==> src/hw/rtl/smr_pkg.sv <==
package smr_pkg;

  localparam logic [7:0] SlipEnd    = 8'hC0;
  localparam logic [7:0] SlipEsc    = 8'hDB;
  localparam logic [7:0] SlipEscEnd = 8'hDC;
  localparam logic [7:0] SlipEscEsc = 8'hDD;
  localparam logic [7:0] CheckSeed  = 8'hFF;
  localparam logic [7:0] CmdLimit   = 8'd5;

  localparam logic [2:0] CmdOverCurrent = 3'd2;
  localparam logic [2:0] CmdIndA        = 3'd1;
  localparam logic [2:0] CmdIndB        = 3'd3;
  localparam logic [2:0] CmdIndC        = 3'd4;
  localparam logic [7:0] IndLength      = 8'd3;

  typedef enum logic [1:0] {
    StatusGood      = 2'd0,
    StatusBadCheck  = 2'd1,
    StatusBadEscape = 2'd2
  } frame_status_e;

endpackage

==> src/hw/rtl/slip_message_receiver.sv <==
// slip_message_receiver
// Takes raw serial bytes on the in channel (in_valid_i, in_ready_o, rx_byte_i), one word per
// accepted handshake, removes SLIP escaping and parses command / length / payload / checksum
// frames. One result word leaves on the out channel (out_valid_o, out_ready_i and the field
// ports) for each completed frame and for each bad escape sequence; other bytes give none.
// An accepted byte is held in an input register, then decoded by a single pass of logic
// that updates the parser state and loads the result register.
// Throughput is one byte per cycle; the only limit is the single result register: while a
// result waits and out_ready_i is low, one more byte is still taken into the input register,
// and a byte that would produce a second result holds there (in_ready_o drops) until the
// waiting result is taken. Bytes that produce no result pass through the decoder meanwhile.
// Reset (rst_ni low, asynchronous) empties both registers and returns the parser to idle
// with no escape pending and the running checksum seeded; no clearing pass is needed.
module slip_message_receiver (
  input  logic        clk_i,
  input  logic        rst_ni,
  input  logic        in_valid_i,
  output logic        in_ready_o,
  input  logic [7:0]  rx_byte_i,
  output logic        out_valid_o,
  input  logic        out_ready_i,
  output logic [1:0]  frame_status_o,
  output logic [2:0]  command_code_o,
  output logic [7:0]  payload_length_o,
  output logic [15:0] ind_value_o,
  output logic [7:0]  ind_channel_o,
  output logic        indication_valid_o,
  output logic        overcurrent_alarm_o
);

  localparam logic [2:0] PhIdle  = 3'd0;
  localparam logic [2:0] PhCmd   = 3'd1;
  localparam logic [2:0] PhLen   = 3'd2;
  localparam logic [2:0] PhData  = 3'd3;
  localparam logic [2:0] PhCheck = 3'd4;

  logic       byte_valid_q;
  logic [7:0] byte_q;

  logic       esc_q, esc_d;
  logic [2:0] phase_q, phase_d;
  logic [2:0] cmd_q, cmd_d;
  logic [7:0] len_q, len_d;
  logic [7:0] cnt_q, cnt_d;
  logic [7:0] chk_q, chk_d;
  logic [7:0] head_q [3];
  logic       head_we;

  logic       out_valid_q;
  logic [1:0] status_q, status_d;
  logic [2:0] ocmd_q, ocmd_d;
  logic [7:0] olen_q, olen_d;
  logic [15:0] oval_q, oval_d;
  logic [7:0] ochan_q, ochan_d;
  logic       oind_q, oind_d;
  logic       oalarm_q, oalarm_d;

  logic       feed_en;
  logic [7:0] fb;
  logic       res_gen;
  logic       advance;
  logic       good;
  logic [7:0] cnt_inc;
  logic [7:0] p0, p1, p2;

  assign cnt_inc = cnt_q + 8'd1;
  assign advance = byte_valid_q && (!res_gen || !out_valid_q || out_ready_i);
  assign in_ready_o = !byte_valid_q || advance;

  // escape removal
  always_comb begin
    esc_d   = esc_q;
    feed_en = 1'b0;
    fb      = byte_q;
    if (esc_q) begin
      esc_d = 1'b0;
      if (byte_q == smr_pkg::SlipEscEnd) begin
        feed_en = 1'b1;
        fb      = smr_pkg::SlipEnd;
      end else if (byte_q == smr_pkg::SlipEscEsc) begin
        feed_en = 1'b1;
        fb      = smr_pkg::SlipEsc;
      end
    end else if (byte_q == smr_pkg::SlipEsc) begin
      esc_d = 1'b1;
    end else if (byte_q != smr_pkg::SlipEnd) begin
      feed_en = 1'b1;
    end
  end

  assign good = (fb == chk_q);
  assign p0 = (len_q > 8'd0) ? head_q[0] : 8'd0;
  assign p1 = (len_q > 8'd1) ? head_q[1] : 8'd0;
  assign p2 = (len_q > 8'd2) ? head_q[2] : 8'd0;

  // frame parser
  always_comb begin
    phase_d  = phase_q;
    cmd_d    = cmd_q;
    len_d    = len_q;
    cnt_d    = cnt_q;
    chk_d    = chk_q;
    head_we  = 1'b0;
    res_gen  = 1'b0;
    status_d = smr_pkg::StatusGood;
    ocmd_d   = '0;
    olen_d   = '0;
    oval_d   = '0;
    ochan_d  = '0;
    oind_d   = 1'b0;
    oalarm_d = 1'b0;
    if (esc_q && !feed_en) begin
      res_gen  = 1'b1;
      status_d = smr_pkg::StatusBadEscape;
    end else if (!esc_q && byte_q == smr_pkg::SlipEnd) begin
      phase_d = PhCmd;
    end else if (feed_en) begin
      case (phase_q)
        PhCmd: begin
          if (fb < smr_pkg::CmdLimit) begin
            cmd_d   = fb[2:0];
            chk_d   = smr_pkg::CheckSeed ^ fb;
            phase_d = PhLen;
          end else begin
            phase_d = PhIdle;
          end
        end
        PhLen: begin
          len_d   = fb;
          cnt_d   = 8'd0;
          chk_d   = chk_q ^ fb;
          phase_d = (fb != 8'd0) ? PhData : PhCheck;
        end
        PhData: begin
          head_we = (cnt_q < 8'd3);
          cnt_d   = cnt_inc;
          chk_d   = chk_q ^ fb;
          if (cnt_inc == len_q) begin
            phase_d = PhCheck;
          end
        end
        PhCheck: begin
          res_gen  = 1'b1;
          status_d = good ? smr_pkg::StatusGood : smr_pkg::StatusBadCheck;
          ocmd_d   = cmd_q;
          olen_d   = len_q;
          oval_d   = {p1, p0};
          ochan_d  = p2;
          oind_d   = good && len_q == smr_pkg::IndLength &&
                     (cmd_q inside {smr_pkg::CmdIndA, smr_pkg::CmdIndB, smr_pkg::CmdIndC});
          oalarm_d = good && cmd_q == smr_pkg::CmdOverCurrent;
          phase_d  = PhIdle;
        end
        default: begin
          phase_d = PhIdle;
        end
      endcase
    end
  end

  always_ff @(posedge clk_i or negedge rst_ni) begin
    if (!rst_ni) begin
      byte_valid_q <= 1'b0;
      esc_q        <= 1'b0;
      phase_q      <= PhIdle;
      cmd_q        <= '0;
      len_q        <= '0;
      cnt_q        <= '0;
      chk_q        <= smr_pkg::CheckSeed;
      out_valid_q  <= 1'b0;
    end else begin
      if (in_ready_o) begin
        byte_valid_q <= in_valid_i;
      end
      if (advance) begin
        esc_q   <= esc_d;
        phase_q <= phase_d;
        cmd_q   <= cmd_d;
        len_q   <= len_d;
        cnt_q   <= cnt_d;
        chk_q   <= chk_d;
      end
      if (advance && res_gen) begin
        out_valid_q <= 1'b1;
      end else if (out_ready_i) begin
        out_valid_q <= 1'b0;
      end
    end
  end

  always_ff @(posedge clk_i) begin
    if (in_ready_o && in_valid_i) begin
      byte_q <= rx_byte_i;
    end
    if (advance && head_we) begin
      head_q[cnt_q[1:0]] <= fb;
    end
    if (advance && res_gen) begin
      status_q <= status_d;
      ocmd_q   <= ocmd_d;
      olen_q   <= olen_d;
      oval_q   <= oval_d;
      ochan_q  <= ochan_d;
      oind_q   <= oind_d;
      oalarm_q <= oalarm_d;
    end
  end

  assign out_valid_o         = out_valid_q;
  assign frame_status_o      = status_q;
  assign command_code_o      = ocmd_q;
  assign payload_length_o    = olen_q;
  assign ind_value_o         = oval_q;
  assign ind_channel_o       = ochan_q;
  assign indication_valid_o  = oind_q;
  assign overcurrent_alarm_o = oalarm_q;

  a_result_loaded: assert property (@(posedge clk_i) disable iff (!rst_ni)
    advance && res_gen |=> out_valid_q)
    else $error("result word not presented");

  a_no_overwrite: assert property (@(posedge clk_i) disable iff (!rst_ni)
    out_valid_q && !out_ready_i |-> !(advance && res_gen))
    else $error("waiting result overwritten");

  a_ind_good: assert property (@(posedge clk_i) disable iff (!rst_ni)
    out_valid_q && oind_q |-> status_q == smr_pkg::StatusGood && olen_q == smr_pkg::IndLength)
    else $error("indication on a bad or wrong-length frame");

  a_alarm_good: assert property (@(posedge clk_i) disable iff (!rst_ni)
    out_valid_q && oalarm_q |-> status_q == smr_pkg::StatusGood &&
      ocmd_q == smr_pkg::CmdOverCurrent)
    else $error("alarm on a bad frame");

endmodule

==> config.mk <==
export PLATFORM = sky130hd
export DESIGN_NAME = slip_message_receiver
export DESIGN_NICKNAME = d
export VERILOG_FILES = /design/src/hw/rtl/smr_pkg.sv /design/src/hw/rtl/slip_message_receiver.sv
export SDC_FILE = /design/constraint.sdc
export NUM_CORES = 1
export LEC_CHECK = 0
export BUFFER_PORTS_ARGS = -buffer_cell sky130_fd_sc_hd__buf_2
export CORE_MARGIN = 1.5
export CORE_UTILIZATION = 42
export DETAILED_ROUTE_END_ITERATION = 6
export SLEW_MARGIN = 5
export SYNTH_ARGS = -nofsm -noshare
export SYNTH_HDL_FRONTEND = slang
export SYNTH_SLANG_ARGS = --single-unit
==> constraint.sdc <==
create_clock -name clk_i -period 4.1 [get_ports clk_i]
set_input_delay 0 -clock clk_i [delete_from_list [all_inputs] [get_ports clk_i]]
set_output_delay 0 -clock clk_i [all_outputs]
set_load 0.02 [all_outputs]
==> impl_metrics.tcl, run 1 <==
set metrics [dict create \
    status "complete, no violations" \
    worst_slew_pin_slew_ps 814 \
    worst_slew_margin_rel_pct 45.3 \
    clk_pin_slew_ps 110 \
    syn-cell-area_um2 4720 \
    antenna_left 0 \
    required_ps 4110 \
    yosys-top-cells-area "edfxtp_1 (45%), dfrtp_1 (13%), and2_1 (4.9%)" \
    ys_async_sr_fraction_pct 31.7 \
    synthCells 383 \
    max_freq_ghz 0.309 \
    endpoint_kind "register" \
    crit_fanout 39 \
    die_h_um 109 \
    viasPerCell 5.15 \
    setup_violations 0 \
    rsz0062_at_grt "false" \
    pin_count 53 \
    ir_worst_vdd_mv 0.225 \
    syn_to_final_growth_pct 14.5 \
    ys.flop_type "edfxtp_1" \
    port-buffer-count 52 \
    synth.avg_cell_area_um2 12.3 \
    gp_congestion 0.788 \
    yosysTopAreaCell "edfxtp_1" \
    powerDensity_nw_per_um2 562 \
    totalWireLength_mm 8.96 \
    htree_levels 3 \
    worstSkewPairLatency_ps 370 \
    clk_path_buf_depth 2 \
    diodes 0 \
    r2r.worst_path.cells 7 \
    core-area_um2 10900 \
    die-area_um2 11900 \
    antenna_found_initial 0 \
    hold_violations 0 \
    fin_crit_sh_pct 78.9 \
    num_vias 3000 \
    dp_hpwl_mm 6.15 \
    tritoncts "yes" \
    die_w_um 109 \
    post-cts-setup-buffers 0 \
    clkSinkCount 104 \
    initial_core_util_pct 43.3 \
    grt_overflow_total 0 \
    synth_edf_count 71 \
    report.final.slew_viol_count 0 \
    path_class "reg -> reg" \
    start_kind "register" \
    worstPathArrival_ps 3250 \
    nets 454 \
    grt_max_degree 40 \
    skew_ps 15.8 \
    fin_crit_ps 3240 \
    wl_per_cell_um 15.4 \
    cap_viol_max_count 0 \
    first_pass_iters 4 \
    tns_ps 0 \
    drive_gt1_share_pct 21.4 \
    p_total_uw 3040 \
    ys_types 58 \
    synth.yosys.warnings 0 \
    grtUsageTotal_pct 16.1 \
    grt_pass1_wl_mm 14.4 \
    numCtsBuffers 9 \
    drc 0 \
    hold_path_class "in -> reg" \
    rows 38 \
    power.leakage_uw 0.00208 \
    seq_area_frac_synth_pct 62.9 \
    synth_seq_cells 104 \
    drtIter0Drc 145 \
    cts_root_buf "clkbuf_8" \
    grt_pass1_vias 2821 \
    syn_nets 399 \
    yosysTopAreaCellShare_pct 45.2 \
    holdPathStages 3 \
]
-- report_power, final --
| group | switching (uW) | internal, uW | leakage (uW) | total [uW] |
|---|---|---|---|---|
| Combinational | 420 | 364 | 0.000944 | 785 |
| Sequential | 242 | 1330 | 0.00103 | 1570 |
| Clock | 385 | 302 | 0.000111 | 687 |
-- per-stage QoR --
step | setup slack [ps] | instances | util [%] | hold slack [ps] | cell area [um^2]
2_1_floorplan | 474 | 383 | - | -296 | 4720
3_3_place_gp | 950 | 557 | 46.7 | 115 | 5080
3_5_place_dp | 873 | 557 | 46.7 | 136 | 5080
4_1_cts | 841 | 583 | 49.6 | 9.44 | 5400
5_1_grt | 592 | 583 | 49.6 | 46.8 | 5400
6_report | 864 | 583 | 49.6 | 12.1 | 5400
-- cells in the mapped netlist, types with 3 or more instances --
| master | n |
|---|---|
| a21oi_1 | 22 |
| mux2_2 | 3 |
| inv_1 | 16 |
| nor3b_1 | 3 |
| dfrtp_1 | 25 |
| buf_2 | 5 |
| clkbuf_1 | 14 |
| nor3_1 | 5 |
| nor2b_1 | 5 |
| ha_1 | 4 |
| nand3_1 | 5 |
| and2_1 | 37 |
| or3_1 | 3 |
| a21o_1 | 3 |
| edfxtp_1 | 71 |
| a22o_1 | 5 |
| o21ai_0 | 20 |
| nor4_1 | 8 |
| nor2_1 | 15 |
| xnor2_1 | 11 |
| and3_1 | 5 |
| xor2_1 | 5 |
| o22a_1 | 8 |
| or4_1 | 4 |
| nand2b_1 | 3 |
| dfstp_2 | 8 |
| nand2_1 | 30 |
-- cell families (layout without fill, tap and decap cells) --
family	Yosys count	count (layout)	synth area share [%]
xor gates and xnor gates	16	16	2.97
and+or+nand+nor	139	139	17.3
adders and majority gates	4	4	1.06
DFF	104	104	62.9
muxes	5	5	1.14
AOI/OAI and AO/OA	78	78	11.3
buffers and inverters	37	97	3.39
-- state kept, by name, summed over array words and instances, names as in the netlist, 2 cells and up --
| register | cells |
|---|---|
| frame_status_o | 2 |
| ind_value_o | 16 |
| cmd_q | 3 |
| command_code_o | 3 |
| ind_channel_o | 8 |
| len_q | 8 |
| payload_length_o | 8 |
| phase_q | 3 |
| head_q | 24 |
| cnt_q | 8 |
| byte_q | 8 |
| chk_q | 8 |
-- layout make-up --
| cell class | count | area [um^2] |
|---|---|---|
| clock buffer | 9 | 124 |
| inverter | 16 | 60.1 |
| timing repair buffer | 65 | 383 |
| sequential | 104 | 2970 |
| clock inverter | 7 | 95.1 |
| multi-input combinational | 242 | 1600 |
| tap | 140 | 175 |
| fill | 950 | 5480 |
-- layer usage --
layer / vias to the layer above / global-route usage [%] / wire, um
li1: 1499 / - / -
met1: 1424 / 22.5 / 4330
met2: 73 / 25.5 / 4120
met3: 4 / 2.69 / 434
met4: 0 / 5.64 / 71
met5: - / 0 / 0
-- path summary, 6_finish.rpt --
check,from,to,slack [ps]
worst max-delay path,byte_q[6]$_DFFE_PP_,ind_value_o[5]$_SDFFCE_PP0P_,860
worst min-delay path,out_ready_i,out_valid_o$_DFFE_PN0P_,10
worst max register to register,byte_q[6]$_DFFE_PP_,ind_value_o[5]$_SDFFCE_PP0P_,860
worst min register to register,head_q[0][0]$_DFFE_PP_,ind_value_o[0]$_SDFFCE_PP0P_,520
max in group asynchronous,rst_ni,len_q[7]$_DFFE_PN0P_,3370
min in group asynchronous,rst_ni,cnt_q[2]$_DFFE_PN0P_,230
-- placed cells by master, fill, tap and decap left out, types with 10 or more instances in the layout --
cell type      instances
and2_1                37
o21ai_0               20
dlygate4sd3_1         10
nand2_1               30
buf_2                 52
inv_1                 16
dfrtp_1               25
nor2_1                15
a21oi_1               22
edfxtp_1              71
xnor2_1               11
-- critical path: stages, from the launching register on --
cell,delay (ps)
edfxtp_1,630
nand3b_4,200
o21ai_2,270
inv_1,160
nor3_2,670
o21ai_0,330
nor2b_4,160
buf_4,440
-- what timing repair did --
action,in CTS,in global routing
hold buffers,10,0
hold endpoints to repair,34,0
gates resized for setup,0,0
Note: power is estimated with default switching activity, not from simulation.
==> run 2, diff against run 1 <==
--- a/config.mk
+++ b/config.mk
@@ -5,6 +5,7 @@
 export SDC_FILE = /design/constraint.sdc
 export NUM_CORES = 1
 export LEC_CHECK = 0
+export ABC_AREA = 1
 export BUFFER_PORTS_ARGS = -buffer_cell sky130_fd_sc_hd__buf_2
 export CORE_MARGIN = 1.5
 export CORE_UTILIZATION = 42
==> constraint.sdc (replaced) <==
create_clock -name clk_i -period 2.7 [get_ports clk_i]
set_input_delay 0 -clock clk_i [delete_from_list [all_inputs] [get_ports clk_i]]
set_output_delay 0 -clock clk_i [all_outputs]
set_load 0.02 [all_outputs]
==> impl_metrics.tcl, run 2 <==
set metrics [dict create \
    clkSinkCount 104 \
    ys_async_sr_fraction_pct 31.7 \
    die_h_um 109 \
    worstSkewPairLatency_ps 360 \
    initial_core_util_pct 43.3 \
    combPwrFrac_pct 6.0 \
    rsz0062_at_grt "false" \
    dpl_cell_area_um2 5170 \
    die_w_um 109 \
    path_class "reg -> reg" \
    power.net_switching_uw 717 \
    yosys-top-cells-count "nand2_1 (120), inv_1 (72), edfxtp_1 (71)" \
    num_vias 3335 \
    tns_ps 0 \
    grt_max_degree 40 \
    final-seq-area_um2 2970 \
    endpoint_kind "register" \
    gp_congestion 0.911 \
    syn_to_final_growth_pct 16.5 \
    cts_resized 0 \
    grt_pass1_wl_mm 16.0 \
    core-area_um2 10900 \
    hold_path_class "in -> reg" \
    grtUsageTotal_pct 18.1 \
    wl_per_cell_um 14.0 \
    post-cts-setup-buffers 0 \
    dp_hpwl_mm 7.07 \
    layout_common_cells "nand2_1 (120), inv_1 (72), edfxtp_1 (71), nor2_1 (63), buf_2 (52)" \
    crit_fanout 9 \
    cts_root_buf "clkbuf_8" \
    internal-power_uw 2360 \
    seq_power_share_pct 58.7 \
    ir_worst_vdd_mv 0.336 \
    drtIter0Drc 146 \
    fin_crit_sh_pct 86.7 \
    clk_pin_slew_ps 100 \
    fillers 1033 \
    critPathTopFamily "simple AND/OR/NAND/NOR gates" \
    finish.utilization_pct 50.4 \
    diodes 0 \
    ys.flop_type "edfxtp_1" \
    fin_area_um2 5490 \
    yosysMostFrequentCell "nand2_1" \
    synthCells 482 \
    start_kind "register" \
    multi_input_area_um2 1430 \
    critical_path.slowest_cell "edfxtp_1" \
    setup_violations 0 \
    p_sw_share_pct 23.3 \
    largest_reg_flops 24 \
    port-buffer-count 52 \
    worst_slew_pin_slew_ps 804 \
    tritoncts "yes" \
    pin_count 53 \
    die-area_um2 11900 \
    holdWs_ps 16.2 \
    fin_crit_ps 2340 \
    seq_area_frac_synth_pct 62.9 \
    syn_nets 498 \
    report.final.slew_viol_count 0 \
    worstPathArrival_ps 2420 \
    drc 0 \
    layout_commonest_cell "nand2_1" \
    skew_ps 14.4 \
    grt_pass1_vias 3265 \
    clk_path_buf_depth 2 \
    antenna_left 0 \
    powerDensity_nw_per_um2 560 \
    viasPerCell 4.77 \
    htree_levels 3 \
    power.leakage_uw 0.00256 \
    clkPwrFrac_pct 35.3 \
    yosysTopAreaCellShare_pct 45.2 \
    status "complete, no violations" \
    yosysTopAreaCell "edfxtp_1" \
    required_ps 2780 \
    drive_gt1_share_pct 19.0 \
    grt_overflow_total 0 \
    cap_viol_max_count 0 \
    synth_seq_cells 104 \
    yosys-top-cells-area "edfxtp_1 (45%), dfrtp_1 (13%), nand2_1 (9.6%)" \
    first_pass_iters 4 \
    rows 38 \
    totalWireLength_mm 9.78 \
    synth.avg_cell_area_um2 9.78 \
    ys_types 35 \
    synth.yosys.warnings 0 \
    hold_violations 0 \
    worst_slew_margin_rel_pct 46.4 \
    synth_edf_count 71 \
    max_freq_ghz 0.427 \
    max_stage_delay_ps 570 \
    syn-cell-area_um2 4720 \
    antenna_found_initial 0 \
    path_cells "inv_1 -> nand2_1 -> nor2_1 -> nand2_1 -> nand3_2 -> o2111ai_4 -> nor2_2 -> nand3_1 -> nor2_1 -> buf_4" \
    nets 570 \
    numCtsBuffers 9 \
    path_buf_inv 2 \
]
==> run 2: changes by cell type in the layout (fill, tap and decap cells not counted), sizes merged, moves of 8 or more <==
cell | previous run | this run
nand2 | 30 | 128
a21oi | 22 | 6
nor4 | 10 | 1
inv | 20 | 79
o22a | 8 | 0
nand3 | 6 | 35
nor2 | 15 | 69
and2 | 37 | 0
==> run 2: stage by stage <==
stage	cells	worst slack, ps	total power [uW]
after floorplan	482	111	1950
after global placement	673	419	2010
after detailed placement	673	360	2010
final	699	360	3070
after global routing	699	93.1	3190
after CTS	699	337	3090
==> run 2: power by group through the flow <==
stage | clock network (uW) | registers (uW) | logic [uW]
finish | 1090 | 1800 | 184
global route | 1170 | 1810 | 211
CTS | 1110 | 1800 | 185
detailed placement | 0 | 1840 | 173
global placement | 0 | 1840 | 171
floorplan | 0 | 1820 | 127
==> run 2: logic make-up after synthesis <==
group           after synthesis  synth area share (%)
xor+xnor                      8                  1.49
compound gates               36                  4.56
mux                           2                 0.425
flops                       104                  62.9
fa+ha+maj                     4                  1.06
buf+inv                      82                  6.74
simple gates                246                  22.8
==> run 2: what timing repair did <==
action                                 CTS  global route
hold buffers                            10             0
endpoints found under the hold margin   34             0
setup endpoints to repair                0             0
==> run 2: worst min-delay path: stages <==
cell and delay, ps:
buf_2 80, nor2_1 60, inv_1 110, nand2_1 80
==> run 2: per-layer routing <==
metal / track usage, % / vias to the layer above / share of wire (%)
met5: 0 / - / 0
li1: - / 1686 / -
met4: 6.48 / 0 / 0.64
met3: 2.57 / 4 / 3.4
met1: 24.0 / 1575 / 47
met2: 30.1 / 70 / 49
==> run 2: final cells by class <==
class / instances / area share, %
Sequential cell: 104 / 54.0
Tap cell: 140 / 3.19
Timing Repair Buffer: 67 / 7.47
Multi-Input combinational cell: 296 / 26.0
Inverter: 76 / 5.19
Clock buffer: 9 / 2.26
Clock inverter: 7 / 1.82
==> run 2: worst paths after layout <==
check | from | end | slack [ps] | cells after the start
worst max-delay path | byte_q[5]$_DFFE_PP_ | head_q[2][7]$_DFFE_PP_ | 360 | 10
worst min-delay path | out_ready_i | out_valid_o$_DFFE_PN0P_ | 20 | 4
worst max register to register | byte_q[5]$_DFFE_PP_ | head_q[2][7]$_DFFE_PP_ | 360 | 10
worst min register to register | chk_q[5]$_DFFE_PN1P_ | chk_q[5]$_DFFE_PN1P_ | 470 | 2
max in group asynchronous | rst_ni | len_q[0]$_DFFE_PN0P_ | 1930 | 2
min in group asynchronous | rst_ni | cnt_q[4]$_DFFE_PN0P_ | 260 | 2
